===== src/rtl/frs_pkg.sv =====
// Shared types, constants and binary32 arithmetic helpers for the fast
// inverse square root unit. No dependencies.

package frs_pkg;

	// Number of refinement cells in the chain
	localparam int unsigned NEWTON_STEPS = 4;

	localparam logic [31:0] MAGIC_BASE = 32'h5f3759df;
	localparam logic [31:0] F32_HALF = 32'h3f000000;
	localparam logic [31:0] F32_THREE_HALVES = 32'h3fc00000;
	localparam logic [31:0] F32_CANON_NAN = 32'h7fc00000;
	localparam logic [31:0] F32_POS_ZERO = 32'h00000000;

	// Request commands
	typedef enum logic [1:0] {
		CMD_RSQRT = 2'd0,
		CMD_RECIP = 2'd1,
		CMD_SQRT = 2'd2
	} cmd_e;

	// Operation of one arithmetic stage
	typedef enum logic {
		FOP_MUL = 1'b0,
		FOP_SUB = 1'b1
	} fop_e;

	// Context that travels with a request down the chain
	typedef struct packed {
		logic [1:0] cmd;
		logic [31:0] x;
		logic [31:0] hx;
		logic [31:0] y;
	} ctx_t;

	// Unrounded result between the two halves of an arithmetic stage
	typedef struct packed {
		logic special;
		logic [31:0] special_bits;
		logic sign;
		logic signed [11:0] ex;
		logic [47:0] sig;
	} fmid_t;

	// Classify and multiply the significands
	function automatic fmid_t fp_mul_front(logic [31:0] a, logic [31:0] b);
		fmid_t m;
		logic a_nan, b_nan, a_inf, b_inf, a_zero, b_zero, sgn;
		logic [23:0] ma, mb;
		logic [8:0] ea, eb;
		a_nan = (a[30:23] == 8'hff) && (a[22:0] != 23'd0);
		b_nan = (b[30:23] == 8'hff) && (b[22:0] != 23'd0);
		a_inf = (a[30:23] == 8'hff) && (a[22:0] == 23'd0);
		b_inf = (b[30:23] == 8'hff) && (b[22:0] == 23'd0);
		a_zero = (a[30:0] == 31'd0);
		b_zero = (b[30:0] == 31'd0);
		sgn = a[31] ^ b[31];
		ma = {(a[30:23] != 8'd0), a[22:0]};
		mb = {(b[30:23] != 8'd0), b[22:0]};
		ea = (a[30:23] == 8'd0) ? 9'd1 : {1'b0, a[30:23]};
		eb = (b[30:23] == 8'd0) ? 9'd1 : {1'b0, b[30:23]};
		m.special = 1'b0;
		m.special_bits = F32_POS_ZERO;
		m.sign = sgn;
		m.ex = 12'(signed'({3'b000, ea})) + 12'(signed'({3'b000, eb})) - 12'sd126;
		m.sig = 48'(ma) * 48'(mb);
		if (a_nan || b_nan || (a_inf && b_zero) || (b_inf && a_zero)) begin
			m.special = 1'b1;
			m.special_bits = F32_CANON_NAN;
		end else if (a_inf || b_inf) begin
			m.special = 1'b1;
			m.special_bits = {sgn, 8'hff, 23'd0};
		end else if (a_zero || b_zero) begin
			m.special = 1'b1;
			m.special_bits = {sgn, 31'd0};
		end
		return m;
	endfunction

	// Classify, align and add a - b
	function automatic fmid_t fp_sub_front(logic [31:0] a, logic [31:0] bn);
		fmid_t m;
		logic [31:0] b, big, sml;
		logic a_nan, b_nan, a_inf, b_inf;
		logic [23:0] mbig, msml;
		logic [8:0] ebig, esml;
		logic [8:0] d;
		logic [26:0] sx, bx, sh;
		logic sticky;
		logic [27:0] s;
		b = {~bn[31], bn[30:0]};
		a_nan = (a[30:23] == 8'hff) && (a[22:0] != 23'd0);
		b_nan = (b[30:23] == 8'hff) && (b[22:0] != 23'd0);
		a_inf = (a[30:23] == 8'hff) && (a[22:0] == 23'd0);
		b_inf = (b[30:23] == 8'hff) && (b[22:0] == 23'd0);
		if (a[30:0] >= b[30:0]) begin
			big = a;
			sml = b;
		end else begin
			big = b;
			sml = a;
		end
		mbig = {(big[30:23] != 8'd0), big[22:0]};
		msml = {(sml[30:23] != 8'd0), sml[22:0]};
		ebig = (big[30:23] == 8'd0) ? 9'd1 : {1'b0, big[30:23]};
		esml = (sml[30:23] == 8'd0) ? 9'd1 : {1'b0, sml[30:23]};
		d = ebig - esml;
		bx = {mbig, 3'b000};
		sx = {msml, 3'b000};
		sh = sx >> d;
		sticky = |(sx & ~({27{1'b1}} << d));
		sh[0] = sh[0] | sticky;
		if (big[31] == sml[31]) begin
			s = {1'b0, bx} + {1'b0, sh};
		end else begin
			s = {1'b0, bx} - {1'b0, sh};
		end
		m.special = 1'b0;
		m.special_bits = F32_POS_ZERO;
		m.sign = (s == 28'd0) ? (a[31] & b[31]) : big[31];
		m.ex = 12'(signed'({3'b000, ebig})) + 12'sd1;
		m.sig = {s, 20'd0};
		if (a_nan || b_nan || (a_inf && b_inf && (a[31] != b[31]))) begin
			m.special = 1'b1;
			m.special_bits = F32_CANON_NAN;
		end else if (a_inf) begin
			m.special = 1'b1;
			m.special_bits = a;
		end else if (b_inf) begin
			m.special = 1'b1;
			m.special_bits = b;
		end
		return m;
	endfunction

	// Normalize, round to nearest even and pack
	function automatic logic [31:0] fp_round(fmid_t m);
		logic [5:0] lz;
		logic [47:0] norm;
		logic signed [11:0] e;
		logic [11:0] sh;
		logic sticky, g, st;
		logic [24:0] mant;
		logic [31:0] sum;
		logic [31:0] r;
		lz = 6'd0;
		for (int i = 0; i < 48; i++) begin
			if (m.sig[i]) begin
				lz = 6'(47 - i);
			end
		end
		norm = m.sig << lz;
		e = m.ex - 12'(signed'({6'd0, lz}));
		if (e < 12'sd1) begin
			sh = 12'(12'sd1 - e);
			sticky = |(norm & ~({48{1'b1}} << sh));
			norm = norm >> sh;
			norm[0] = norm[0] | sticky;
			e = 12'sd1;
		end
		g = norm[23];
		st = |norm[22:0];
		mant = {1'b0, norm[47:24]} + {24'd0, g & (st | norm[24])};
		sum = ({24'd0, 8'(e - 12'sd1)} << 23) + {7'd0, mant};
		if (m.special) begin
			r = m.special_bits;
		end else if (m.sig == 48'd0) begin
			r = {m.sign, 31'd0};
		end else if (e >= 12'sd255) begin
			r = {m.sign, 8'hff, 23'd0};
		end else begin
			r = {m.sign, sum[30:0]};
		end
		return r;
	endfunction

endpackage


===== src/rtl/frs_fp_op.sv =====
// Two-stage binary32 multiply or subtract with a context that rides along.
// Depends on frs_pkg.

module frs_fp_op import frs_pkg::*; (
	input logic clk,
	input logic arst_n,
	input logic en,
	input fop_e op,
	input logic [31:0] a,
	input logic [31:0] b,
	input logic vld,
	input ctx_t ctx,
	output logic [31:0] r,
	output logic r_vld,
	output ctx_t r_ctx
);

	fmid_t mid_s1;
	ctx_t ctx_s1;
	logic vld_s1;
	logic [31:0] r_s2;
	ctx_t ctx_s2;
	logic vld_s2;

	// Hold valid bits under stall
	always_ff @(posedge clk or negedge arst_n) begin
		if (!arst_n) begin
			vld_s1 <= 1'b0;
			vld_s2 <= 1'b0;
		end else if (en) begin
			vld_s1 <= vld;
			vld_s2 <= vld_s1;
		end
	end

	// Align or multiply, then round
	always_ff @(posedge clk) begin
		if (en) begin
			mid_s1 <= (op == FOP_SUB) ? fp_sub_front(a, b) : fp_mul_front(a, b);
			ctx_s1 <= ctx;
			r_s2 <= fp_round(mid_s1);
			ctx_s2 <= ctx_s1;
		end
	end

	assign r = r_s2;
	assign r_vld = vld_s2;
	assign r_ctx = ctx_s2;

endmodule


===== config.mk =====
export PLATFORM = sky130hd
export DESIGN_NAME = frs_fp_op
export DESIGN_NICKNAME = d
export VERILOG_FILES = /design/src/rtl/frs_pkg.sv /design/src/rtl/frs_fp_op.sv
export SDC_FILE = /design/constraint.sdc
export NUM_CORES = 2
export LEC_CHECK = 0
export BUFFER_PORTS_ARGS = -buffer_cell sky130_fd_sc_hd__buf_2
export CORE_ASPECT_RATIO = 0.5
export CORE_MARGIN = 4
export CORE_UTILIZATION = 30
export DETAILED_ROUTE_END_ITERATION = 10
export GPL_ROUTABILITY_DRIVEN = 0
export GPL_TIMING_DRIVEN = 0
export PLACE_DENSITY_LB_ADDON = 0.3
export RECOVER_POWER = 100
export SLEW_MARGIN = 30
export SYNTH_ARGS = -nofsm -noshare
export SYNTH_HDL_FRONTEND = slang
export SYNTH_SLANG_ARGS = --single-unit

===== constraint.sdc =====
create_clock -name clk -period 9.3 [get_ports clk]
set_clock_uncertainty 0.05 [all_clocks]
set_input_delay 0 -clock clk [delete_from_list [all_inputs] [get_ports clk]]
set_output_delay 0 -clock clk [all_outputs]
set_load 0.02 [all_outputs]

-- Word-level counts from Yosys, hierarchy flattened
Cells that the tools add are included.
- flip-flop bits (word level): 324
- input port bits: 167
- output and inout port bits: 131
- word-level logic and storage cells: 159
- $add $sub $neg: 11
- multipliers: 1
- $lt $le $gt $ge: 3
- equal/unequal tests: 4
- shifts and indexed selects: 5
- mux-type cells: 74
- bitwise gates (word level): 11
- reduce and logical (&&, ||, !) cells: 33
- operators with widths (kind ; number):
    6-bit two-way mux ; 49
    33-bit two-way mux ; 6
    32-bit two-way mux ; 5
    48-bit two-way mux ; 2
    94-bit two-way mux ; 1
    31-bit logical NOT ; 2
    31-bit two-way mux ; 2
    28-bit two-way mux ; 2
    48-bit AND ; 1
    48-bit logical NOT ; 1
    24-bit by 24-bit multiplier with 48-bit output ; 1
    48-bit NOT ; 1
    48-bit OR reduction ; 1
    48-bit by 12-bit << shifter with 48-bit output, first input constant ; 1
    48-bit by 6-bit << shifter with 48-bit output ; 1
    48-bit by 12-bit right shift with 48-bit output ; 1
    23-bit logical NOT ; 2
    23-bit nonzero test ; 2
    8-bit logical NOT ; 4
    8-bit two-way mux ; 4
    8-bit nonzero test ; 4
    31-bit by 25-bit adder with 31-bit output ; 1
    31-bit >= comparator ; 1
    27-bit by 27-bit adder with 28-bit output ; 1
    other kinds (29) ; 46

-- Longest topological paths before layout
- depth after elaboration: 66
- depth in mapped cells: 57
- depth with buffers taken out: 49

-- Worst setup path after synthesis
Ideal clock, no wire load.
- path type: in2reg
- start: input b[21]
- end: register mid_s1[60] in the netlist's numbering, data pin
- setup time: 0.157 ns
- data arrival time: 10.782 ns
- slack: -1.688 ns
- cell stages on the path: 48
- path buffers: 7
- cells stage by stage: clkbuf_1 -> inv_1 -> ha_1 -> and4_1 -> a221oi_1 -> o221ai_1 -> nor2_1 -> buf_2 -> buf_1 -> buf_1 -> mux2i_1 -> nand4_1 -> or4_1 -> and2_1 -> ha_1 -> fa_1 -> nand2b_1 -> a21oi_1 -> (+12 left out) -> o21bai_1 -> a21oi_1 -> o21a_1 -> nor4b_1 -> o21ai_0 -> a21oi_1 -> o21bai_1 -> a31oi_1 -> o21ai_0 -> nand2b_1 -> a221oi_1 -> xnor2_1 -> or2_0 -> or4_1 -> nor4b_1 -> nand4_1 -> o311a_1 -> nor3_1
- word-level cells in the longest chain between the ends: 17
- elaborated cells on any way between the ends: 26
- those cells by class: add/sub (3); order compare (1); eq/ne (1); shift (2); mux (10); bitwise (3); reduce/logical (6)
- RTL lines (what ; RTL line ; source):
    start, declared ; frs_fp_op.sv:10 ; input logic [31:0] b,
    31-bit >= comparator ; frs_pkg.sv:96 ; if (a[30:0] >= b[30:0]) begin
    32-bit two-way mux ; frs_pkg.sv:96 ;
    32-bit two-way mux ; frs_fp_op.sv:38 ; if (en) begin
    8-bit logical NOT, on equally long branches ; frs_pkg.sv:105, frs_pkg.sv:106 ;
    8-bit two-way mux, on equally long branches ; frs_pkg.sv:105, frs_pkg.sv:106 ;
    8-bit by 8-bit subtractor with 9-bit output ; frs_pkg.sv:107 ; d = ebig - esml;
    27-bit by 9-bit << shifter with 27-bit output ; frs_pkg.sv:111 ; sticky = |(sx & ~({27{1'b1}} << d));
    27-bit NOT ; frs_pkg.sv:111 ;
    27-bit AND ; frs_pkg.sv:111 ;
    27-bit OR reduction ; frs_pkg.sv:111 ;
    1-bit OR ; frs_pkg.sv:112 ; sh[0] = sh[0] | sticky;
    27-bit by 27-bit subtractor with 28-bit output or 27-bit by 27-bit adder with 28-bit output (tied branches) ; frs_pkg.sv:116, frs_pkg.sv:114 ;
    28-bit two-way mux ; frs_pkg.sv:113 ; if (big[31] == sml[31]) begin
    28-bit two-way mux ; frs_fp_op.sv:38 ;
    28-bit logical NOT ; frs_pkg.sv:120 ; m.sign = (s == 28'd0) ? (a[31] & b[31]) : big[31];
    1-bit two-way mux (*) ; frs_pkg.sv:120 ;
    94-bit two-way mux (*) ; frs_fp_op.sv:39 ; mid_s1 <= (op == FOP_SUB) ? fp_sub_front(a, b) : fp_mul_front(a, b);
    end signal, assigned ; frs_fp_op.sv:39 ;
    end, declared ; frs_fp_op.sv:18 ; fmid_t mid_s1;
Every way passes the cells marked *; elsewhere a longest branch is shown, timed or not. The select of a mux whose other input is x is not followed.
A chain may end at the register's enable or synchronous reset.

-- Final worst setup path
- start: input b[10]
- end: register mid_s1[60] in the netlist's numbering, data pin
The elaborated chain is that of the path after synthesis.

==> results.toml <==
[run_status]
outcome = "complete, but fails checks"
failed_checks = "design-rule violations, max-capacitance violations, max-slew violations, negative setup slack"

[floorplan]
placement_rows = 103
die_area_mm2 = 0.1664
initial_utilization_pct = 30.26
die_height_um = 290.4
die_w_um = 572.8
num_io_pins = 298
coreArea_mm2 = 0.1581

[routing]
drt-pass1-iter-count = 11
detail_route.wl_per_cell_um = 24.23
postRouteWirelength_mm = 201.9
viasPerCell = 5.728
drt-initial-drc-count = 6080
drc = 9
ant_nets = 0
vias = 47750

[clocking]
cts_inserted_buffers = 37
clock_tree_from_tritoncts = "yes"
clock_tree.root_cell = "clkbuf_16"
clk_path_buf_depth = 3
cts.reportedPaths.clkPinSlew_ns = 0.06
cts_htree_levels = 2
clock_latency_ns = 0.61
numClockSinks = 322

[synthesis]
ys_seq_area_share_pct = 20.19
yosys.area_share.adder_pct = 28.54
yosys.cell_types.count = 116
synth-compound-area-share_pct = 18.11
fraction_of_synthesized_cell_area_in_xor_and_xnor_cells_pct = 2.123
area_share_of_the_leading_cell_type_in_the_synthesized_netlist_pct = 20.33
synth_mux_area_share_pct = 3.457
post_synth.cell_area_avg_um2 = 8.530
ys_seq_elements = 322
synth_edf_count = 320
ys_warn_count = 0
syn_area_mm2 = 0.04785
dominant_combinational_cell_family_by_area_after_synthesis = "adder cells"
synthTopCellsByCount = "741 x nand2_1, 669 x inv_1, 486 x fa_1"
ys_async_sr_fraction_pct = 0.6211
synthDominantAreaCellType = "fa_1"
synth_simple_gate_area_share_pct = 19.09
yosysMostFrequentCell = "nand2_1"
synthTopCellsByArea = "fa_1 20%, edfxtp_1 20%, ha_1 8.2%, nand2_1 5.8%, inv_1 5.2%"
postSynth.topFlopCell = "edfxtp_1"
synthesis.instances = 5610

[timing]
fmax_mhz = 105.3
finalMaxSlewViolations = 206
setup_viol_count_final = 3
worst_slew_pin_slew_ns = 3.858
timing.final.crit_share_pct = 102.1
layout_setup_ws_ns = -0.1953
slew_limit_headroom_pct = -157.2
layout_min_cycle_time_ns = 9.495
hold_viol = 0
setup_repair_after_global_routing_missed_its_margin = "yes"

[worst_setup_path]
worstPathMaxFanout = 10
worstSetupPathType = "input port to flip-flop"
slowest_delay_ns = 0.52
setup_slack_of_the_worst_register_to_register_path_ns = 0.27
cp-end-kind = "flip-flop"
r2r-end = "r[28]"
critical_path_required_ns = 9.69
critical-path-slowest-cell = "or4_4"
crit_family = "simple AND/OR/NAND/NOR gates"
worst_r2r_path_depth = 34
worst_r2r_start = "mid_s1[16]"
data_arrival_time_at_the_worst_slack_endpoint_ns = 9.89
startpoint_type = "input port"
critical_path.n_buffers_inverters = 11

[grt]
grt_pass1_vias = 46454
grt.overflow.total = 0
first_pass_grt_wire_length_mm = 300.3
grt_start_max_net_pins = 77
grt_use_total_pct = 23.39
antenna_found_initial = 6

[finish]
post_layout_nonfiller_instances = 8336
post-route-util_pct = 36.29
layout-area-overhead-vs-synth_pct = 19.92
post_route_cells_drive_above_1_share_pct = 13.69
layout.nets = 7169

[min_path]
worst_hold_startpoint = "ctx[44]"
min-delay-path-class = "input port to flip-flop"
timing.hold.worst_path_depth = 2
whs_endpoint = "ctx_s1[44]"

[place]
portBuffers = 297
place.detailed.instances = 8034
detailed_place_hpwl_mm = 157.2

[run]
max_cap_violations = 3
[flip-flops by register name (all words and copies together) (netlist names)]
register and count:
r 32, mid_s1 92, r_ctx 98, ctx_s1 98
vld_s1 1, r_vld 1
[final cells by class]
cell class / count / area [µm²]
Antenna cell: 5 / 12.51
Buffer: 354 / 1812
Clock buffer: 46 / 959.7
Clock inverter: 21 / 367.9
Fill cell: 16347 / 100700
Inverter: 676 / 2603
Multi-Input combinational cell: 4256 / 35710
Sequential cell: 322 / 9659
Tap cell: 2100 / 2628
Timing Repair Buffer: 556 / 3633
[per-layer routing]
metal	vias to the layer above	global-route usage [%]	share of wire, %
met5	-	0	0.033
met4	8	11.73	6.6
met2	3076	36.14	43
li1	20695	-	-
met1	23094	29.56	39
met3	877	7.178	11
[cell families after synthesis]
logic type,Yosys count
AND/OR/NAND/NOR,1943
adder cells (fa/ha/maj),800
buffers and inverters,1053
other,1
AO/OA/AOI/OAI,1239
flip-flops,322
XOR/XNOR,116
multiplexers,136
[placed cells by master (no fill, tap or decap), types with 79 or more instances in the layout]
cell / netlist / routed
buf_4: 3 / 160
nand2_1: 741 / 735
o21ai_0: 260 / 243
fa_1: 486 / 485
buf_2: 47 / 175
nand3_1: 205 / 200
edfxtp_1: 320 / 320
mux2i_1: 86 / 79
nor2_1: 385 / 368
inv_1: 669 / 649
clkbuf_1: 293 / 360
and2_1: 188 / 187
dlygate4sd3_1: 0 / 108
nor3_1: 114 / 105
a21oi_1: 252 / 231
ha_1: 313 / 290
[worst max-delay path by stage]
stage	endpoint	cells after the start	from
final	mid_s1[60]	43	b[10]
after global routing	mid_s1[60]	54	b[11]
after CTS	mid_s1[60]	51	b[9]
after detailed placement	mid_s1[60]	47	b[7]
after global placement	mid_s1[60]	47	b[7]
after floorplan	mid_s1[60]	54	a[0]
[through the flow]
| step | hold WS [ns] | TNS (ns) | cell area [µm²] | worst slack [ns] |
|---|---|---|---|---|
| after detailed placement | -0.2588 | -80.74 | 52450 | -3.385 |
| final | 0.05320 | -0.4906 | 57390 | -0.1953 |
| after CTS | 0.02885 | -0.05347 | 56500 | -0.05347 |
| after global placement | -0.2648 | -85.21 | 52290 | -3.383 |
| after global routing | 0.02487 | -2.578 | 57380 | -0.4486 |
| after floorplan | -0.3456 | 0 | 48180 | 0.02969 |
[timing repair]
item | in CTS | in global routing
hold buffers | 108 | 0
endpoints found under the hold margin | 172 | 0
gates resized for setup | 253 | 178
setup buffers | 89 | 52
pin swaps | 57 | 51
setup endpoints to repair | 55 | 37
gates cloned | 0 | 1
Power is not shown: default switching activity piles up to over one toggle a cycle in this logic, so the estimate is an artifact.
